File: config.mk
export PLATFORM = sky130hd
export DESIGN_NAME = pxg_result_queue
export DESIGN_NICKNAME = d
export VERILOG_FILES = /design/src/sv/pxg_pkg.sv /design/src/sv/pxg_result_queue.sv
export SDC_FILE = /design/constraint.sdc
export NUM_CORES = 1
export LEC_CHECK = 0
export BUFFER_PORTS_ARGS = -buffer_cell sky130_fd_sc_hd__buf_4
export CORE_MARGIN = 3
export CORE_UTILIZATION = 53
export DETAILED_ROUTE_END_ITERATION = 8
export MAX_ROUTING_LAYER = met4
export PLACE_DENSITY = 0.75
export RECOVER_POWER = 25
export SYNTH_ARGS = -nofsm -noshare
export SYNTH_HDL_FRONTEND = slang
export SYNTH_SLANG_ARGS = --single-unit
File: constraint.sdc
create_clock -name clock -period 5 [get_ports clock]
set_input_delay 1 -clock clock [delete_from_list [all_inputs] [get_ports clock]]
set_output_delay 1 -clock clock [all_outputs]
set_load 0.01 [all_outputs]
File: src/sv/pxg_pkg.sv
// ----------------------------------------------------------------------------
// pxg_pkg: shared types and constants
// Result slot codes, register indexes and the structs that pass between the
// pipeline stage, the gradient unit and the result queue.
// ----------------------------------------------------------------------------
package pxg_pkg;

   // configuration port
   localparam int CSR_INDEX_W = 4;
   localparam int CSR_DATA_W  = 12;
   localparam logic [CSR_INDEX_W-1:0] CSR_IMAGE_WIDTH  = 4'd0;
   localparam logic [CSR_INDEX_W-1:0] CSR_IMAGE_HEIGHT = 4'd1;
   localparam logic [CSR_DATA_W-1:0]  IMAGE_WIDTH_RESET  = 12'd640;
   localparam logic [CSR_DATA_W-1:0]  IMAGE_HEIGHT_RESET = 12'd480;

   // field widths
   localparam int PIXEL_W = 8;
   localparam int COORD_W = 11;

   // result slots of one input pixel, in delivery order
   localparam int NUM_SLOTS = 4;
   localparam logic [1:0] SLOT_PREV_INNER = 2'd0;  // row above, column to the left
   localparam logic [1:0] SLOT_PREV_LAST  = 2'd1;  // row above, last column
   localparam logic [1:0] SLOT_THIS_INNER = 2'd2;  // last row, column to the left
   localparam logic [1:0] SLOT_THIS_LAST  = 2'd3;  // last row, last column

   // result queue depth, in pixel entries
   localparam int RQ_DEPTH = 4;
   localparam int RQ_PTR_W = 2;
   localparam int RQ_CNT_W = 3;

   // position flags and output coordinates of a pixel in the compute stage
   typedef struct packed {
      logic [PIXEL_W-1:0] pixel;
      logic               row_ge1;
      logic               row_ge2;
      logic               col_ge1;
      logic               col_ge2;
      logic               last_col;
      logic               last_row;
      logic [COORD_W-1:0] row_prev;
      logic [COORD_W-1:0] row_this;
      logic [COORD_W-1:0] col_prev;
      logic [COORD_W-1:0] col_last;
   } stage_type;

   // every result one pixel causes, with a mask of the ones that exist
   typedef struct packed {
      logic [NUM_SLOTS-1:0]              mask;
      logic [NUM_SLOTS-1:0][PIXEL_W-1:0] gradient;
      logic [COORD_W-1:0]                row_prev;
      logic [COORD_W-1:0]                row_this;
      logic [COORD_W-1:0]                col_prev;
      logic [COORD_W-1:0]                col_last;
   } result_set_type;

endpackage

File: src/sv/pxg_result_queue.sv
// ----------------------------------------------------------------------------
// pxg_result_queue: per-pixel result queue and serialiser
// Stores the result sets of a few pixels and hands out their results one
// transfer at a time, in slot order.
// ----------------------------------------------------------------------------
module pxg_result_queue (
   input  logic                          clock,
   input  logic                          reset,
   input  pxg_pkg::result_set_type       push_set,
   output logic [pxg_pkg::RQ_CNT_W-1:0]  level,
   output logic                          rsp_tvalid,
   input  logic                          rsp_tready,
   output logic [31:0]                   rsp_tdata,
   output logic                          rsp_tlast,
   output logic                          rsp_tuser
);

   pxg_pkg::result_set_type               entry_ff [pxg_pkg::RQ_DEPTH];
   logic [pxg_pkg::RQ_PTR_W-1:0]          wr_ptr_ff, wr_ptr_in;
   logic [pxg_pkg::RQ_PTR_W-1:0]          rd_ptr_ff, rd_ptr_in;
   logic [pxg_pkg::RQ_CNT_W-1:0]          count_ff, count_in;
   logic [pxg_pkg::NUM_SLOTS-1:0]         done_ff, done_in;

   pxg_pkg::result_set_type               head;
   logic [pxg_pkg::NUM_SLOTS-1:0]         remain;
   logic [1:0]                            slot;
   logic                                  last;
   logic                                  push;
   logic                                  pop;
   logic                                  xfer;

   // head entry and the next slot still owed
   always_comb begin
      head   = entry_ff[rd_ptr_ff];
      remain = head.mask & ~done_ff;
      slot   = pxg_pkg::SLOT_THIS_LAST;
      for (int i = pxg_pkg::NUM_SLOTS - 1; i >= 0; i--) begin
         if (remain[i]) begin
            slot = 2'(i);
         end
      end
      last = (remain & (remain - pxg_pkg::NUM_SLOTS'(1))) == '0;
   end

   assign rsp_tvalid = count_ff != '0;
   assign xfer       = rsp_tvalid & rsp_tready;
   assign pop        = xfer & last;
   assign push       = push_set.mask != '0;

   // output fields
   always_comb begin
      rsp_tdata        = '0;
      rsp_tdata[7:0]   = head.gradient[slot];
      rsp_tdata[18:8]  = slot[1] ? head.row_this : head.row_prev;
      rsp_tdata[29:19] = slot[0] ? head.col_last : head.col_prev;
      rsp_tlast        = last;
      rsp_tuser        = slot == pxg_pkg::SLOT_THIS_LAST;
   end

   // pointers, fill level and delivered slots
   always_comb begin
      wr_ptr_in = push ? wr_ptr_ff + 1'b1 : wr_ptr_ff;
      rd_ptr_in = pop ? rd_ptr_ff + 1'b1 : rd_ptr_ff;
      count_in  = count_ff + pxg_pkg::RQ_CNT_W'(push) - pxg_pkg::RQ_CNT_W'(pop);
      done_in   = done_ff;
      if (pop) begin
         done_in = '0;
      end else if (xfer) begin
         done_in = done_ff | (pxg_pkg::NUM_SLOTS'(1) << slot);
      end
   end

   always_ff @(posedge clock) begin
      if (reset) begin
         wr_ptr_ff <= '0;
         rd_ptr_ff <= '0;
         count_ff  <= '0;
         done_ff   <= '0;
      end else begin
         wr_ptr_ff <= wr_ptr_in;
         rd_ptr_ff <= rd_ptr_in;
         count_ff  <= count_in;
         done_ff   <= done_in;
      end
   end

   // entry storage
   always_ff @(posedge clock) begin
      if (push) begin
         entry_ff[wr_ptr_ff] <= push_set;
      end
   end

   assign level = count_ff;

endmodule

==> summary.md <==
| Metric | Value |
|---|---|
| Status | `finished clean` |
| Logic gate share of total power | `26.7%` |
| Share of cells above drive strength 1 | `23.7%` |
| First-pass GRT wire length | `40400 um` |
| PD cells | `501 nW/um2` |
| Post-cts resize count | `0` |
| Minimum clock period | `4.65 ns` |
| Most frequent cells in the layout | `edfxtp_1, buf_4, clkbuf_1` |
| First-pass iteration count of the detailed router | `6` |
| Slew margin rel. | `33.0%` |
| Commonest non-fill, non-tap cell in the layout | `edfxtp_1` |
| Yosys cell types | `49` |
| FMAX | `215 MHz` |
| Remaining global-route overflow | `0` |
| Hold WC Path Type | `flop to flop` |
| Vias in the first global route | `7303` |
| Clk_skew | `0.0196 ns` |
| Clk pwr share | `28.8%` |
| Inst Count DP | `1110` |
| Peak supply drop | `0.376 mV` |
| Die Wd | `165 um` |
| Cell area after layout | `15400 um2` |
| LEAKAGE | `5.08 nW` |
| Site row count | `57` |
| Number of vias per cell | `5.93` |
| H-tree depth | `2` |
| Sequential share of the synthesized area | `73.6%` |
| GRT Total Usage | `20.1%` |
| Clock-pin transition on the worst setup and hold timing paths | `0.06 ns` |
| Post-synth EDFFs | `320` |
| Clk sinks | `333` |
| Clk root buf | `clkbuf_16` |
| CTS Buf Count | `34` |
| Critical setup path kind | `flop to primary output` |
| Dpl cell area | `14600 um2` |
| Pin count of the biggest net entering global routing | `81` |
| Crit share post-route | `93.1%` |
| WL final | `26300 um` |
| Top Ports | `121` |
| DRC viols | `0` |
| 1st-iter DRT viols | `638` |
| RSZ-0062 raised after global routing | `no` |
| Initial antenna violation count | `2` |
| IO buf count | `118` |
| Setup Viol. Count Final | `0` |
| Sw frac | `28.5%` |
| Sequential share of power | `44.5%` |
| Post-DP HPWL | `15300 um` |
| Async SR Flop Fraction | `0%` |
| Fin Setup TNS | `0 ns` |
| Die Span Y | `165 um` |
| Area added between synthesis and finish | `15.1%` |
| Buffer levels on the longest clock path | `3` |
| Initial Utilization | `54.5%` |
| Yosys reg bits | `333` |
| Syn Area/Cell | `19.2 um2` |
| Max FO, Critical Path | `27` |
| Final weighted congestion in routability-driven placement | `0.760` |
| CTS tree | `yes` |
| CP endpoint kind | `primary output` |
| Layout Cells excl Fill | `1170` |
| Net switching power | `0.00221 W` |
| Clk_lat worst skew | `0.51 ns` |
| Hold Vio Cnt, Final | `0` |
| Core area | `24600 um2` |
| Worst Tran Pin Value | `1.00 ns` |
| Power Internal | `0.00553 W` |
| Die area | `27300 um2` |
| Via count | `6940` |
| Setup bufs post-CTS | `0` |
| Max-slew violation count | `0` |
| # Max-Cap Violations | `0` |
| Fillers | `1718` |
| Cts hold-fix bufs | `0` |
| YS warnings | `0` |
| ANT nets after route | `0` |
| Synthesized instance count | `699` |
| Required @ worst endpoint | `4.00 ns` |
| Mapped Area | `13400 um2` |
| DR WL/cell | `22.4 um` |
| Crit path DAT | `3.65 ns` |
| Most used DFF post-synth | `edfxtp_1` |
| Layout Nets | `912` |
| Final Power | `0.00773 W` |
| Final core occ | `62.8%` |
| Nature of the critical path startpoint | `flop` |
[cell usage after synthesis (2+ instances only)]
cell type	n	area share [%]
edfxtp_1	320	72
mux4_2	36	6.0
nor2b_1	31	1.4
a211oi_1	30	1.7
nand2_1	26	0.73
a2111oi_0	22	1.4
a21boi_0	22	1.2
nand3b_1	22	1.2
clkbuf_1	20	0.56
mux4_1	19	3.7
buf_2	17	0.63
mux2_2	16	1.3
nor2_1	16	0.45
dfxtp_1	13	1.9
mux2i_1	12	0.90
a22oi_1	11	0.62
a21o_1	8	0.45
ha_1	6	0.56
buf_6	5	0.42
inv_1	5	0.14
nor3_1	4	0.15
a31oi_1	3	0.14
buf_4	3	0.17
nand2b_1	3	0.14
a21oi_1	2	0.075
o211ai_1	2	0.11
or2_2	2	0.093
xnor2_1	2	0.13
[cell type report]
type                       count  area (um2)  area share (%)
clock inverter                17        76.3           0.494
antenna                        2        5.00          0.0324
sequential                   333        9880            64.0
tap                          324         405            2.63
multi-input combinational    316        3320            21.5
clock buffer                  41         898            5.82
timing repair buffer         132         840            5.44
inverter                       5        18.8           0.122
[path summary, 6_finish.rpt]
| kind | start | end | slack [ns] | cells after the start |
|---|---|---|---|---|
| worst max-delay path | flop | rsp_tdata[28] | 0.35 | 7 |
| worst min-delay path | done_ff[3]$_SDFFE_PP0P_ | done_ff[3]$_SDFFE_PP0P_ | 0.51 | 2 |
| worst max register to register | flop | level[2]$_SDFF_PP0_ | 1.05 | 12 |
| worst min register to register | done_ff[3]$_SDFFE_PP0P_ | done_ff[3]$_SDFFE_PP0P_ | 0.51 | 2 |
[through the flow]
stage               hold slack [ns]  worst slack (ns)
finish                        0.510             0.345
global route                  0.578            0.0536
CTS                           0.511             0.303
detailed placement            0.501             0.844
global placement              0.495              1.05
floorplan                     0.478            -0.168
[routing by layer]
metal / track usage, % / part of all wire [%]
met5: - / 0
met2: 31.4 / 50
met1: 27.0 / 42
met3: 3.84 / 6.8
met4: 6.67 / 2.1
[power groups by stage]
| stage | logic, W | registers (W) | clock network [W] |
|---|---|---|---|
| after detailed placement | 0.00209 | 0.00350 | 0 |
| final | 0.00206 | 0.00344 | 0.00223 |
| after global placement | 0.00204 | 0.00348 | 0 |
| after floorplan | 0.00139 | 0.00347 | 0 |
| after global routing | 0.00224 | 0.00347 | 0.00239 |
| after CTS | 0.00210 | 0.00345 | 0.00228 |
[sequential cells by signal, indices dropped and copies added, names as in the netlist, named ones only]
signal     flops
rd_ptr_ff      2
level          3
done_ff        4
entry_ff     320
wr_ptr_ff      2
[cells by family after synthesis]
logic type,share of synthesized area [%]
simple gates,4.54
flops,73.6
fa+ha+maj,0.709
other cells,0.0280
buf+inv,1.95
mux,12.2
compound gates,6.80
xor+xnor,0.196
[critical path, stage by stage (launching register included)]
cell	delay, ns
dfxtp_4	0.64
buf_4	0.47
mux2i_2	0.41
a2bb2oi_2	0.28
o21ai_2	0.34
a2111oi_0	0.59
a22oi_1	0.21
buf_4	0.20
No activity file was read; power rests on OpenSTA's default activity.
