$ cat config.mk
export PLATFORM = sky130hd
export DESIGN_NAME = pxg_gradient
export DESIGN_NICKNAME = d
export VERILOG_FILES = /design/src/sv/pxg_pkg.sv /design/src/sv/pxg_gradient.sv
export SDC_FILE = /design/constraint.sdc
export NUM_CORES = 1
export LEC_CHECK = 0
export ABC_AREA = 1
export CORE_UTILIZATION = 65
export CTS_BUF_LIST = sky130_fd_sc_hd__clkbuf_16
export CTS_CLUSTER_DIAMETER = 200
export CTS_CLUSTER_SIZE = 40
export DETAILED_ROUTE_END_ITERATION = 8
export DONT_BUFFER_PORTS = 1
export GPL_TIMING_DRIVEN = 0
export PLACE_DENSITY = 0.81
export SLEW_MARGIN = 5
export SYNTH_ARGS = -nofsm -noshare
export SYNTH_HDL_FRONTEND = slang
export SYNTH_SLANG_ARGS = --single-unit
$ cat constraint.sdc
create_clock -name clock -period 5.19 [get_ports clock]
set_clock_uncertainty 0.05 [all_clocks]
set_input_delay 0.519 -clock clock [delete_from_list [all_inputs] [get_ports clock]]
set_output_delay 0.519 -clock clock [all_outputs]
set_load 0.02 [all_outputs]
$ cat src/sv/pxg_pkg.sv
// ----------------------------------------------------------------------------
// pxg_pkg: shared types and constants
// Result slot codes, register indexes and the structs that pass between the
// pipeline stage, the gradient unit and the result queue.
// ----------------------------------------------------------------------------
package pxg_pkg;

   // configuration port
   localparam int CSR_INDEX_W = 4;
   localparam int CSR_DATA_W  = 12;
   localparam logic [CSR_INDEX_W-1:0] CSR_IMAGE_WIDTH  = 4'd0;
   localparam logic [CSR_INDEX_W-1:0] CSR_IMAGE_HEIGHT = 4'd1;
   localparam logic [CSR_DATA_W-1:0]  IMAGE_WIDTH_RESET  = 12'd640;
   localparam logic [CSR_DATA_W-1:0]  IMAGE_HEIGHT_RESET = 12'd480;

   // field widths
   localparam int PIXEL_W = 8;
   localparam int COORD_W = 11;

   // result slots of one input pixel, in delivery order
   localparam int NUM_SLOTS = 4;
   localparam logic [1:0] SLOT_PREV_INNER = 2'd0;  // row above, column to the left
   localparam logic [1:0] SLOT_PREV_LAST  = 2'd1;  // row above, last column
   localparam logic [1:0] SLOT_THIS_INNER = 2'd2;  // last row, column to the left
   localparam logic [1:0] SLOT_THIS_LAST  = 2'd3;  // last row, last column

   // result queue depth, in pixel entries
   localparam int RQ_DEPTH = 4;
   localparam int RQ_PTR_W = 2;
   localparam int RQ_CNT_W = 3;

   // position flags and output coordinates of a pixel in the compute stage
   typedef struct packed {
      logic [PIXEL_W-1:0] pixel;
      logic               row_ge1;
      logic               row_ge2;
      logic               col_ge1;
      logic               col_ge2;
      logic               last_col;
      logic               last_row;
      logic [COORD_W-1:0] row_prev;
      logic [COORD_W-1:0] row_this;
      logic [COORD_W-1:0] col_prev;
      logic [COORD_W-1:0] col_last;
   } stage_type;

   // every result one pixel causes, with a mask of the ones that exist
   typedef struct packed {
      logic [NUM_SLOTS-1:0]              mask;
      logic [NUM_SLOTS-1:0][PIXEL_W-1:0] gradient;
      logic [COORD_W-1:0]                row_prev;
      logic [COORD_W-1:0]                row_this;
      logic [COORD_W-1:0]                col_prev;
      logic [COORD_W-1:0]                col_last;
   } result_set_type;

endpackage

$ cat src/sv/pxg_gradient.sv
// ----------------------------------------------------------------------------
// pxg_gradient: column taps and Prewitt X arithmetic
// Holds the two previous columns of the three rows, forms the four possible
// results of one pixel and the data written back to the line stores.
// ----------------------------------------------------------------------------
module pxg_gradient (
   input  logic                       clock,
   input  logic                       reset,
   input  logic                       restart,
   input  logic                       stage_valid,
   input  pxg_pkg::stage_type         stage,
   input  logic [pxg_pkg::PIXEL_W-1:0] older_data,
   input  logic [pxg_pkg::PIXEL_W-1:0] prev_data,
   output logic [pxg_pkg::PIXEL_W-1:0] older_wr_data,
   output logic [pxg_pkg::PIXEL_W-1:0] prev_wr_data,
   output pxg_pkg::result_set_type    result
);

   logic [1:0][pxg_pkg::PIXEL_W-1:0] cur_tap_ff, cur_tap_in;
   logic [1:0][pxg_pkg::PIXEL_W-1:0] prev_tap_ff, prev_tap_in;
   logic [1:0][pxg_pkg::PIXEL_W-1:0] older_tap_ff, older_tap_in;

   logic [1:0][pxg_pkg::PIXEL_W-1:0] taps_a, taps_b;
   logic [pxg_pkg::PIXEL_W-1:0]      top_a, top_b;
   logic [pxg_pkg::PIXEL_W-1:0]      di_a, di_b, di_p, di_c;
   logic [pxg_pkg::PIXEL_W-1:0]      dl_a, dl_b, dl_p, dl_c;

   // right minus left, left column clamped at the frame edge
   function automatic logic [pxg_pkg::PIXEL_W-1:0] diff_inner(
      input logic [pxg_pkg::PIXEL_W-1:0]      v,
      input logic [1:0][pxg_pkg::PIXEL_W-1:0] taps,
      input logic                             col_ge2
   );
      logic [pxg_pkg::PIXEL_W-1:0] left;
      left = col_ge2 ? taps[1] : taps[0];
      return v - left;
   endfunction

   // right minus left at the last column, the right neighbour replicated
   function automatic logic [pxg_pkg::PIXEL_W-1:0] diff_last(
      input logic [pxg_pkg::PIXEL_W-1:0]      v,
      input logic [1:0][pxg_pkg::PIXEL_W-1:0] taps,
      input logic                             col_ge1
   );
      logic [pxg_pkg::PIXEL_W-1:0] left;
      left = col_ge1 ? taps[0] : v;
      return v - left;
   endfunction

   // top row of each window, replicated near the top edge
   always_comb begin
      top_a  = stage.row_ge2 ? older_data : prev_data;
      taps_a = stage.row_ge2 ? older_tap_ff : prev_tap_ff;
      top_b  = stage.row_ge1 ? prev_data : stage.pixel;
      taps_b = stage.row_ge1 ? prev_tap_ff : cur_tap_ff;
   end

   // column differences
   always_comb begin
      di_a = diff_inner(top_a, taps_a, stage.col_ge2);
      di_b = diff_inner(top_b, taps_b, stage.col_ge2);
      di_p = diff_inner(prev_data, prev_tap_ff, stage.col_ge2);
      di_c = diff_inner(stage.pixel, cur_tap_ff, stage.col_ge2);
      dl_a = diff_last(top_a, taps_a, stage.col_ge1);
      dl_b = diff_last(top_b, taps_b, stage.col_ge1);
      dl_p = diff_last(prev_data, prev_tap_ff, stage.col_ge1);
      dl_c = diff_last(stage.pixel, cur_tap_ff, stage.col_ge1);
   end

   // result set: bottom row doubled on the last row
   always_comb begin
      result = '0;
      result.mask[pxg_pkg::SLOT_PREV_INNER] = stage_valid & stage.row_ge1 & stage.col_ge1;
      result.mask[pxg_pkg::SLOT_PREV_LAST]  = stage_valid & stage.row_ge1 & stage.last_col;
      result.mask[pxg_pkg::SLOT_THIS_INNER] = stage_valid & stage.last_row & stage.col_ge1;
      result.mask[pxg_pkg::SLOT_THIS_LAST]  = stage_valid & stage.last_row & stage.last_col;
      result.gradient[pxg_pkg::SLOT_PREV_INNER] = di_a + di_p + di_c;
      result.gradient[pxg_pkg::SLOT_PREV_LAST]  = dl_a + dl_p + dl_c;
      result.gradient[pxg_pkg::SLOT_THIS_INNER] = di_b + {di_c[pxg_pkg::PIXEL_W-2:0], 1'b0};
      result.gradient[pxg_pkg::SLOT_THIS_LAST]  = dl_b + {dl_c[pxg_pkg::PIXEL_W-2:0], 1'b0};
      result.row_prev = stage.row_prev;
      result.row_this = stage.row_this;
      result.col_prev = stage.col_prev;
      result.col_last = stage.col_last;
   end

   // line store write-back: each row moves one store down
   assign older_wr_data = prev_data;
   assign prev_wr_data  = stage.pixel;

   // tap shift
   always_comb begin
      cur_tap_in   = cur_tap_ff;
      prev_tap_in  = prev_tap_ff;
      older_tap_in = older_tap_ff;
      if (restart) begin
         cur_tap_in   = '0;
         prev_tap_in  = '0;
         older_tap_in = '0;
      end else if (stage_valid) begin
         cur_tap_in   = {cur_tap_ff[0], stage.pixel};
         prev_tap_in  = {prev_tap_ff[0], prev_data};
         older_tap_in = {older_tap_ff[0], older_data};
      end
   end

   always_ff @(posedge clock) begin
      if (reset) begin
         cur_tap_ff   <= '0;
         prev_tap_ff  <= '0;
         older_tap_ff <= '0;
      end else begin
         cur_tap_ff   <= cur_tap_in;
         prev_tap_ff  <= prev_tap_in;
         older_tap_ff <= older_tap_in;
      end
   end

endmodule

==> run metrics, run 1 <==
Die Y 102 um; post-route ant nets 0; vias per cell slightly below 6; Layout Nets 1,113; minimum hold slack 0.323 ns; mapped cell area 6500 um2; Setup CP Type in2out; status completed; CTS root buffer clkbuf_16; diode count 0; die area 10,400 um2; VDD IR max about 0.39 mV; Synth Net Count 1,105; total gr overflow 0; unrepaired setup endpoints after global routing false; Fin. Hold Viols 0; met3 usage 0.0568; most frequent cells in the layout nand2_1, inv_1, o21ai_0, buf_4, fa_1; final setup margin 0.255 ns; drt drc 0; CTS tree done; Cells after Synth 927; crit share post-route 0.951; CTS clock-pin slew for the worst setup and hold paths 0.07 ns; global-route wire length before repair between 20 and 30 mm; deepest clock path buffer count 2; Hold Path Class in2reg; routed vias 6,306; clock sinks 48; cell chain of the critical path buf_6 -> inv_1 -> clkbuf_2 -> nand2_1 -> nand2_1 -> o21ai_0 -> fa_1 -> fa_1 -> inv_1 -> fa_1 -> inv_1 -> fa_1 -> nand4_1 -> nand3_1 -> nand2_1 -> nand2_1 -> inv_1 -> nand2_1 -> nand2_1 -> nand2_1 -> nand2_1; Pwr Total 2.86 mW; met2 Track Usage GR 0.643; via count of the first global-routing pass 5,790; post-place setup slack -0.0577 ns; pin count of the biggest net entering global routing 16; port bufs 0; hpwl dp 15.9 mm; synth warn 0; pwr/cell area ~420 nW/um2; Pleak 3.45 nW; Critical Path Source Type input pin; Core ar. 9730 um2; GR met1 Demand/Resource 0.482; CP arrival around 4.4 ns; fillers 861; sequential fraction of the synthesis area 0.148; Worst R2R Setup Slack approximately 4.3 ns; CTS Buf Count 5; Max Slew Vio Count 0; initial antenna violation count 0; Relative slew margins 0.478; most frequent CP cell nand2_1; routability cong. 1.01; Initial Util 0.668; gr busiest metal met2; initial DRC count between 400 and 500; Mapped Avg Cell Area 7.01 um2; Crit-path slowest cell fa_1; commonest non-fill, non-tap cell in the layout nand2_1; CP endpoint kind output pin; total iterations of the first detailed-routing run 6; max_cap viols 0; row cnt 36; Die Span X 102 um; I/O pins 174; wire length per cell 18.2 um; clk_lat worst skew 0.29 ns; Required @ worst endpoint 4.62 ns; H-tree Lvls 2; Yosys reg bits 48; Netlist cell types 37; number of hold buffers added after cts 0; CP max stage delay 0.57 ns; crit-path max FO 10; Tot GR Track Use 0.383; Routed WL around 20 mm; Area Growth Syn to Fin 5.62%; FMAX roughly 200 MHz; Final min period 4.93 ns; final setup fails 0; Setup TNS 0 ns; layout cells sized above 1 0.129; worst-margin pin slew 0.783 ns
[layout make-up]
cell class / count / area, um2 / area share
Buffer: 96 / 648 / 0.0944
Sequential cell: 48 / 961 / 0.140
Tap cell: 133 / 166 / 0.0242
Multi-Input combinational cell: 621 / 4330 / 0.631
Inverter: 162 / 608 / 0.0885
Clock buffer: 5 / 125 / 0.0182
Timing Repair Buffer: 1 / 7.51 / 0.00109
Clock inverter: 3 / 17.5 / 0.00255
[path summary, 6_finish.rpt]
path,from,endpoint,cells past startpoint
max,stage[48],result[59],21
min,stage[56],cur_tap_ff[6],2
max reg2reg,prev_tap_ff[7],prev_tap_ff[7],2
min reg2reg,older_tap_ff[8],older_tap_ff[8],2
[power breakdown]
part | switching [mW] | internal, mW
sequential | 0.0104 | 0.380
combinational | 1.45 | 0.690
clock | 0.153 | 0.178
total | 1.61 | 1.25
[cell families (layout without fill, tap and decap cells)]
| kind of cell | count (synthesis) | after routing | synth area share |
|---|---|---|---|
| AO/OA/AOI/OAI | 180 | 180 | 0.160 |
| XOR/XNOR | 28 | 28 | 0.0389 |
| adder cells (fa/ha/maj) | 100 | 100 | 0.259 |
| buffers and inverters | 258 | 267 | 0.190 |
| flip-flops | 48 | 48 | 0.148 |
| multiplexers | 8 | 8 | 0.0123 |
| AND/OR/NAND/NOR | 305 | 305 | 0.192 |
[synthesized netlist by cell type]
cell / count / share of area
buf_1: 2 / 0.0012
a21o_1: 3 / 0.0035
o211ai_1: 3 / 0.0035
o21ai_4: 2 / 0.0050
nand3_2: 2 / 0.0031
o31ai_1: 1 / 0.0012
ha_1: 42 / 0.081
nand3_1: 30 / 0.023
nor2_2: 1 / 0.00096
nor2_1: 40 / 0.023
a31oi_1: 2 / 0.0019
a21oi_1: 50 / 0.038
buf_4: 60 / 0.069
clkbuf_1: 16 / 0.0092
a211oi_1: 29 / 0.033
buf_2: 15 / 0.012
mux2i_1: 8 / 0.012
inv_2: 7 / 0.0040
nand2_4: 1 / 0.0017
nand2_2: 4 / 0.0038
o21ai_0: 80 / 0.062
dfxtp_1: 48 / 0.15
nand3b_1: 1 / 0.0012
xor2_2: 1 / 0.0025
a31o_2: 2 / 0.0027
nor3_1: 6 / 0.0046
o21ai_2: 1 / 0.0013
fa_1: 58 / 0.18
inv_1: 155 / 0.089
o221ai_1: 2 / 0.0027
xnor2_1: 6 / 0.0081
buf_6: 3 / 0.0052
xor2_1: 21 / 0.028
or2_2: 1 / 0.00096
o22ai_1: 5 / 0.0048
nand2_1: 212 / 0.12
nand4_1: 7 / 0.0067
[stage by stage]
step | area (um2) | util | std cells
after floorplan | 6500 | - | 927
after global placement | 6670 | 0.685 | 1060
after detailed placement | 6670 | 0.685 | 1060
after CTS | 6810 | 0.700 | 1068
after global routing | 6870 | 0.706 | 1069
final | 6870 | 0.706 | 1069
[registers in the layout, summed over array words and instances (netlist names)]
| register | flops |
|---|---|
| older_tap_ff | 16 |
| prev_tap_ff | 16 |
| cur_tap_ff | 16 |
[metal layers]
metal  share of wire  vias to the layer above
li1                -                     2886
met1            0.39                     2963
met2            0.47                      391
met3           0.093                       66
met4           0.048                        0
met5               0                        -
[worst max-delay path: cells and delay by family]
family / cells / cell delay, ns
buffers and inverters: 6 / 0.65
AND/OR/NAND/NOR: 10 / 0.93
adder cells (fa/ha/maj): 4 / 2.03
AO/OA/AOI/OAI: 1 / 0.26
[what timing repair did]
action,4_1_cts,5_1_grt
gates resized for setup,2,34
buffers inserted,0,1
pin swaps,0,1
endpoints found under the setup margin,2,7
No activity file was read; power rests on OpenSTA's default activity.
==> inputs of run 2 (changes only) <==
--- a/config.mk
+++ b/config.mk
@@ -6,6 +6,7 @@
 export NUM_CORES = 1
 export LEC_CHECK = 0
 export ABC_AREA = 1
+export CORE_ASPECT_RATIO = 0.6
 export CORE_UTILIZATION = 65
 export CTS_BUF_LIST = sky130_fd_sc_hd__clkbuf_16
 export CTS_CLUSTER_DIAMETER = 200
@@ -14,6 +15,7 @@
 export DONT_BUFFER_PORTS = 1
 export GPL_TIMING_DRIVEN = 0
 export PLACE_DENSITY = 0.81
+export SETUP_SLACK_MARGIN = 0.4
 export SLEW_MARGIN = 5
 export SYNTH_ARGS = -nofsm -noshare
 export SYNTH_HDL_FRONTEND = slang
==> run metrics, run 2 (synthesis results as in run 1) <==
CTS root buffer clkbuf_16 (unchanged); clock sinks 48 (unchanged); Layout Nets 1,116 (was 1,113); max_cap viols 0 (unchanged); status completed (unchanged); vias per cell 6.21 (was 5.90); port bufs 0 (unchanged); global-route wire length before repair 32.8 mm (was 29.7 mm); Initial Util 0.690 (was 0.668); final setup fails 0 (unchanged); row cnt 27 (was 36); Fin. Hold Viols 0 (unchanged); Gate power share 0.760 (was 0.748); crit share post-route 0.919 (was 0.951); Final min period 4.77 ns (was 4.93 ns); Setup TNS 0 ns (unchanged); Die Y 79.5 um (was 102 um); I/O pins 174 (unchanged); Relative slew margins 0.373 (was 0.478); wire length per cell 21.1 um (was 18.2 um); routability cong. 1.03 (was 1.01); CTS clock-pin slew for the worst setup and hold paths 0.07 ns (about the same); unrepaired setup endpoints after global routing true (was false); Routed WL 22.6 mm (was 19.5 mm); switching share of power 0.565 (was 0.564); CP delay by family, top adder cells (unchanged); CP arrival 4.20 ns (was 4.37 ns); Crit-path slowest cell fa_1 (unchanged); pin count of the biggest net entering global routing 17 (was 16); diode count 0 (unchanged); CP max stage delay 0.64 ns (was 0.57 ns); pwr/cell area 430 nW/um2 (was 416 nW/um2); Max Slew Vio Count 0 (unchanged); FMAX 210 MHz (was 203 MHz); CP endpoint kind output pin (unchanged); clk_lat worst skew 0.31 ns (was 0.29 ns); drt drc 0 (unchanged); post-route ant nets 0 (unchanged); CTS tree done (unchanged); Largest regs cur_tap_ff x16, older_tap_ff x16, prev_tap_ff x16 (unchanged); total iterations of the first detailed-routing run 6 (unchanged); deepest clock path buffer count 2 (unchanged); Core ar. 9430 um2 (was 9730 um2); initial antenna violation count 0 (unchanged); initial DRC count 681 (was 497); Setup CP Type in2out (unchanged); sw power 1.74 mW (was 1.61 mW); Tot GR Track Use 0.420 (was 0.383); minimum hold slack 0.310 ns (was 0.323 ns); CP bufs+invs 7 (was 6); CTS Buf Count 5 (unchanged); Required @ worst endpoint 4.62 ns (about the same); register share of total power 0.127 (was 0.136); Pleak 3.49 nW (was 3.45 nW); Area Growth Syn to Fin 10.2% (was 5.62%); H-tree Lvls 2 (unchanged); die area 10,400 um2 (about the same); routed vias 6,640 (was 6,306); clock power share 0.112 (was 0.116); commonest non-fill, non-tap cell in the layout nand2_1 (unchanged); total gr overflow 0 (unchanged); Critical Path Source Type input pin (unchanged); Int Power 1.34 mW (was 1.25 mW); layout cells sized above 1 0.185 (was 0.129); Die Span X 131 um (was 102 um); hpwl dp 17.6 mm (was 15.9 mm); VDD IR max 0.649 mV (was 0.387 mV); crit-path max FO 10 (unchanged); worst-margin pin slew 0.930 ns (was 0.783 ns); most frequent cells in the layout nand2_1, inv_1, buf_4, o21ai_0, fa_1 (was nand2_1, inv_1, o21ai_0, buf_4, fa_1); Hold Path Class in2reg (unchanged); cell chain of the critical path buf_6 -> buf_6 -> mux2i_2 -> o21ai_0 -> inv_1 -> fa_1 -> fa_1 -> inv_1 -> fa_1 -> inv_1 -> ha_1 -> nand2_1 -> inv_1 -> nand3_2 -> nand3_1 -> nand2_1 -> nand2_1 -> inv_1 -> nand3_1 -> nand2_1 -> nand2_1 -> nand2_2 (was buf_6 -> inv_1 -> clkbuf_2 -> nand2_1 -> nand2_1 -> o21ai_0 -> fa_1 -> fa_1 -> inv_1 -> fa_1 -> inv_1 -> fa_1 -> nand4_1 -> nand3_1 -> nand2_1 -> nand2_1 -> inv_1 -> nand2_1 -> nand2_1 -> nand2_1 -> nand2_1); via count of the first global-routing pass 6,084 (was 5,790)
run 2: cell types whose count changed in the layout (fill, tap and decap cells not counted), moves of 7 or more:
cell / delta
fa_1: -10
o21ai_2: +7
o21ai_1: +7
o21ai_0: -14
fa_2: +10
xor2_1: -7
run 2: repair_timing:
item | CTS | global route
pin swaps | 2 | 16
gates resized for setup | 35 | 76
setup endpoints to repair | 9 | 9
hold buffers | 0 | 0
setup buffers | 0 | 4
run 2: final cells by class:
cell class,instances,area (um2)
Inverter,162,611
Fill cell,726,2260
Tap cell,130,163
Buffer,96,696
Clock buffer,5,125
Multi-Input combinational cell,621,4550
Sequential cell,48,963
Timing Repair Buffer,4,30.0
Clock inverter,3,23.8
run 2: worst register-to-register path, stage by stage, from the launching register on:
cell and delay [ns]:
dfxtp_1 0.54, inv_2 0.11, a211oi_1 0.23
run 2: path summary, 6_finish.rpt:
check,from,cells after the start,slack [ns],endpoint
max,stage[48],22,0.42,result[51]
min,older_data[5],2,0.31,older_tap_ff[5]
max reg2reg,prev_tap_ff[7],2,4.19,prev_tap_ff[15]
min reg2reg,older_tap_ff[9],2,0.42,older_tap_ff[9]
run 2: per-layer routing:
layer	routed length, um	global-route usage	up-vias	share of wire
li1	-	-	2892	-
met1	8770	0.573	3095	0.39
met2	9760	0.665	574	0.43
met3	3410	0.114	79	0.15
met4	635	0.0906	0	0.028
met5	0	0	-	0
run 2: through the flow:
step | std cells | area (um2) | util | setup WS, ns | power [mW]
detailed placement | 1057 | 6670 | 0.707 | -0.0983 | 2.51
finish | 1069 | 7160 | 0.760 | 0.418 | 3.08
floorplan | 927 | 6500 | - | 0.597 | 2.13
global route | 1069 | 7160 | 0.760 | 0.253 | 3.28
global placement | 1057 | 6670 | 0.707 | -0.0693 | 2.43
CTS | 1065 | 6890 | 0.731 | 0.391 | 2.88
run 2: power groups by stage:
stage          clock (mW)  sequential (mW)  combinational (mW)
3_5_place_dp            0            0.399                2.12
6_report            0.347            0.392                2.34
2_1_floorplan           0            0.395                1.73
5_1_grt             0.355            0.393                2.53
3_3_place_gp            0            0.399                2.03
4_1_cts             0.340            0.391                2.15
